### config.mk
export PLATFORM = sky130hd
export DESIGN_NAME = skt_mem
export DESIGN_NICKNAME = d
export VERILOG_FILES = /design/src/hdl/skt_mem.sv
export SDC_FILE = /design/constraint.sdc
export NUM_CORES = 2
export LEC_CHECK = 0
export BUFFER_PORTS_ARGS = -buffer_cell sky130_fd_sc_hd__buf_4
export CAP_MARGIN = 30
export CORE_AREA = 4 4 305 532
export CTS_CLUSTER_DIAMETER = 200
export CTS_CLUSTER_SIZE = 10
export DETAILED_ROUTE_END_ITERATION = 10
export DIE_AREA = 0 0 309 536
export PLACE_DENSITY = 0.68
export SLEW_MARGIN = 20
export SYNTH_ARGS = -nofsm -noshare
export SYNTH_HDL_FRONTEND = slang
export SYNTH_SLANG_ARGS = --single-unit
### constraint.sdc
create_clock -name clk -period 4.4 [get_ports clk]
set_input_delay 1.1 -clock clk [delete_from_list [all_inputs] [get_ports clk]]
set_output_delay 1.1 -clock clk [all_outputs]
set_load 0.01 [all_outputs]
### src/hdl/skt_mem.sv
`default_nettype none
module skt_mem #(
  parameter int unsigned DEPTH = 64,
  parameter int unsigned WIDTH = 32
) (
  input  wire logic                     clk,
  input  wire logic                     we,
  input  wire logic [$clog2(DEPTH)-1:0] waddr,
  input  wire logic [WIDTH-1:0]         wdata,
  input  wire logic [$clog2(DEPTH)-1:0] raddr,
  output logic      [WIDTH-1:0]         rdata
);

  logic [WIDTH-1:0] mem [DEPTH];

  always_ff @(posedge clk) begin
    if (we) begin
      mem[waddr] <= wdata;
    end
    rdata <= mem[raddr];
  end

endmodule
`default_nettype wire

==> key figures <==
Finish
  • Final cell count without fillers: around 5800
  • Final Util: 0.567
  • Fraction of layout instances using a drive strength above 1: 0.300
  • Layout filler cell count: between 10000 and 15000
  • Syn-to-layout area delta: 14.1%
  • Final #Nets: approximately 3700

GRT
  • GRT overflow: 0
  • Grt peak-use layer: met2
  • Vias in the first global route: roughly 38000
  • M2 GR Usage: 0.433
  • Met3 usage: 0.0346
  • First-pass GRT wire length: ~290 mm
  • Global Route Usage Sum: 0.252
  • Initial antenna violation count: 9
  • Global Route met1 Usage: 0.314
  • Largest net degree at the start of global routing: between 60 and 70

Synth
  • Area leader, netlist: edfxtp_1
  • Sequential fraction of the synthesis area: 0.791
  • Top-area cell type share of the netlist area: 0.783
  • Syn avg cell area: ~24 um^2
  • Most frequent cell after synthesis: edfxtp_1
  • Ys async rst share: 0
  • Yosys reg bits: about 2100
  • Post-synth EDFFs: between 2000 and 2500
  • Area of the mapped netlist: ~79000 um^2
  • Synthesized instance count: ~3300
  • Syn Nets: roughly 3400
  • Synth area leaders: edfxtp_1 78%, mux4_2 16%, mux2i_1 1.2%
  • Most used DFF post-synth: edfxtp_1
  • Netlist cell types: 34
  • Most frequent cells after synthesis: 2048 x edfxtp_1, 544 x mux4_2, 137 x nor2_1
  • Synth warnings: 0

Clock network
  • Clock transition at path regs: roughly 0.06 ns
  • Num CTS Buffers: around 230
  • Hold_buf cts: 0
  • Htree depth: 4
  • Clock buffer depth: 4
  • CTS root buf: clkbuf_16
  • CTS tree: done
  • CTS resizes: 0
  • Clock sink count: around 2100
  • Worst skew pair latency: ~0.84 ns
  • Setup Fix Bufs, Post-CTS: 0

Critical path
  • CP Data Arrival Time: just under 4 ns
  • Type of destination of the critical path: flop
  • Critical Path Source Type: input pin
  • CP Max Fanout: 32
  • WP data required: approximately 5.2 ns
  • R2R Setup Slk: between 2 and 2.5 ns
  • CP Class: in -> reg

Floorplan
  • # IOs: 78
  • Initial Util: 0.497
  • Die area: around 170000 um^2
  • Row count: 193
  • Die Span Y: 536 um
  • Die width: around 300 um
  • Core ar.: 158000 um^2

Placed design
  • Final Wtd Congestion: between 0.8 and 0.9
  • Placed cells: between 5000 and 6000
  • DP HPWL: approximately 120 mm
  • I/O Buffers: 77
  • Pre-CTS WS: between 0.4 and 0.5 ns

Route
  • Detailed router's first-iteration violation count: approximately 4500
  • Pre-antenna DRT Iters: 6
  • Vias per cell: around 6.4
  • Residual DRC: 0
  • Via Count: approximately 37000
  • Post-route antenna net violation count: 0
  • Drt wl/cell: ~35 um
  • Routed WL: between 200 and 250 mm

STA
  • Setup Skew: between 0.06 and 0.07 ns
  • RSZ-0062 raised after global routing: false
  • Final period util: 0.719
  • Hold Vio Cnt, Final: 0
  • Worst Tran Pin Value: ~1.1 ns
  • Worst slew margin: 0.294
  • Setup_tns: 0 ns
  • Slew Viols, Final: 0
  • Fmax: ~0.32 GHz
  • Final setup viols: 0
  • Worst setup margin: between 1 and 1.5 ns
  • Post-route minimum period: between 3 and 4 ns

Power
  • Clk pwr share: 0.408
  • Sequential group share of total power: 0.537
  • Sw Pwr: roughly 8600 uW
  • Internal power: around 32000 uW
  • Peak VDD IR: between 0.3 and 0.4 mV
  • Power Density: 458 nW/um^2
  • Leakage: around 0.028 uW
  • Sw Share: 0.209
  • Combinational fraction of design power: 0.054

Worst hold path
  • Hold Path Class: reg -> reg

Run
  • Max Cap Viol: 0

Run status
  • Run status: completed
[layout by cell type, fill, tap and decap left out, types with 3 or more instances in the layout]
cell type  instances
nand3b_1           5
edfxtp_1        2048
o32ai_1            4
a41o_1             4
inv_6              3
nand3_1            5
o22ai_1           84
a21oi_1           62
nor3_1             5
nor2b_1           15
nor2_4            62
or3_1              3
buf_12            42
mux2i_1           93
nor2_1            75
clkbuf_16        237
dfxtp_1           32
clkbuf_1          96
nand2b_1           7
and3_1             4
or3b_2             3
buf_8              3
diode_2            6
nand2_1           26
o221ai_1          27
a22oi_1           12
buf_4            227
a311oi_1           8
mux4_2           544
[flip-flops by register name, summed over array words and instances (netlist names)]
signal  flops
rdata      32
mem      2048
[through the flow]
step	cell area, um^2	hold slack, ns	total power, uW
6_report	89600	0.698	41000
5_1_grt	89600	0.775	42200
4_1_cts	89600	0.704	41300
3_5_place_dp	83300	0.702	24700
3_3_place_gp	83300	0.698	24700
2_1_floorplan	78500	0.663	23500
[area by class of cell]
cell class / instances / area (um^2) / area share
Antenna cell: 6 / 15.0 / 0.000168
Clock buffer: 333 / 6290 / 0.0702
Clock inverter: 3 / 26.3 / 0.000293
Multi-Input combinational cell: 1062 / 16000 / 0.178
Sequential cell: 2080 / 62100 / 0.694
Tap cell: 2047 / 2560 / 0.0286
Timing Repair Buffer: 273 / 2600 / 0.0290
[power by group through the flow]
| stage | Clock (uW) | Combinational (uW) | Sequential (uW) |
|---|---|---|---|
| after global routing | 17800 | 2330 | 22100 |
| after CTS | 17000 | 2260 | 22100 |
| after global placement | 0 | 2220 | 22500 |
| final | 16800 | 2230 | 22100 |
| after detailed placement | 0 | 2250 | 22500 |
| after floorplan | 0 | 1070 | 22400 |
[metal layers]
| layer | wire length, um | up-vias |
|---|---|---|
| li1 | - | 14854 |
| met1 | 71800 | 20238 |
| met2 | 107000 | 1812 |
| met3 | 14300 | 381 |
| met4 | 12600 | 6 |
| met5 | 34 | - |
[worst paths after layout]
| check | start | cells after the start | endpoint |
|---|---|---|---|
| setup / recovery | raddr[3] | 7 | rdata[10] |
| hold / removal | mem[13][8] | 4 | rdata[8] |
| setup reg to reg | mem[19][13] | 4 | rdata[13] |
| hold reg to reg | mem[13][8] | 4 | rdata[8] |
[cell families (layout without fill, tap and decap cells)]
logic type / after synthesis / count (layout) / share of synthesized area
flops: 2080 / 2080 / 0.791
mux: 637 / 637 / 0.168
simple gates: 223 / 223 / 0.0127
compound gates: 202 / 202 / 0.0167
buf+inv: 182 / 609 / 0.0113
other cells: 0 / 6 / 0
[critical path, cell delays in order]
cell      delay, ns
buf_4          0.56
nand2b_1       0.40
buf_4          0.22
o22ai_1        0.10
nor2_1         0.82
a21oi_1        0.41
nor2_1         0.22
(Power assumes the default switching activity.)
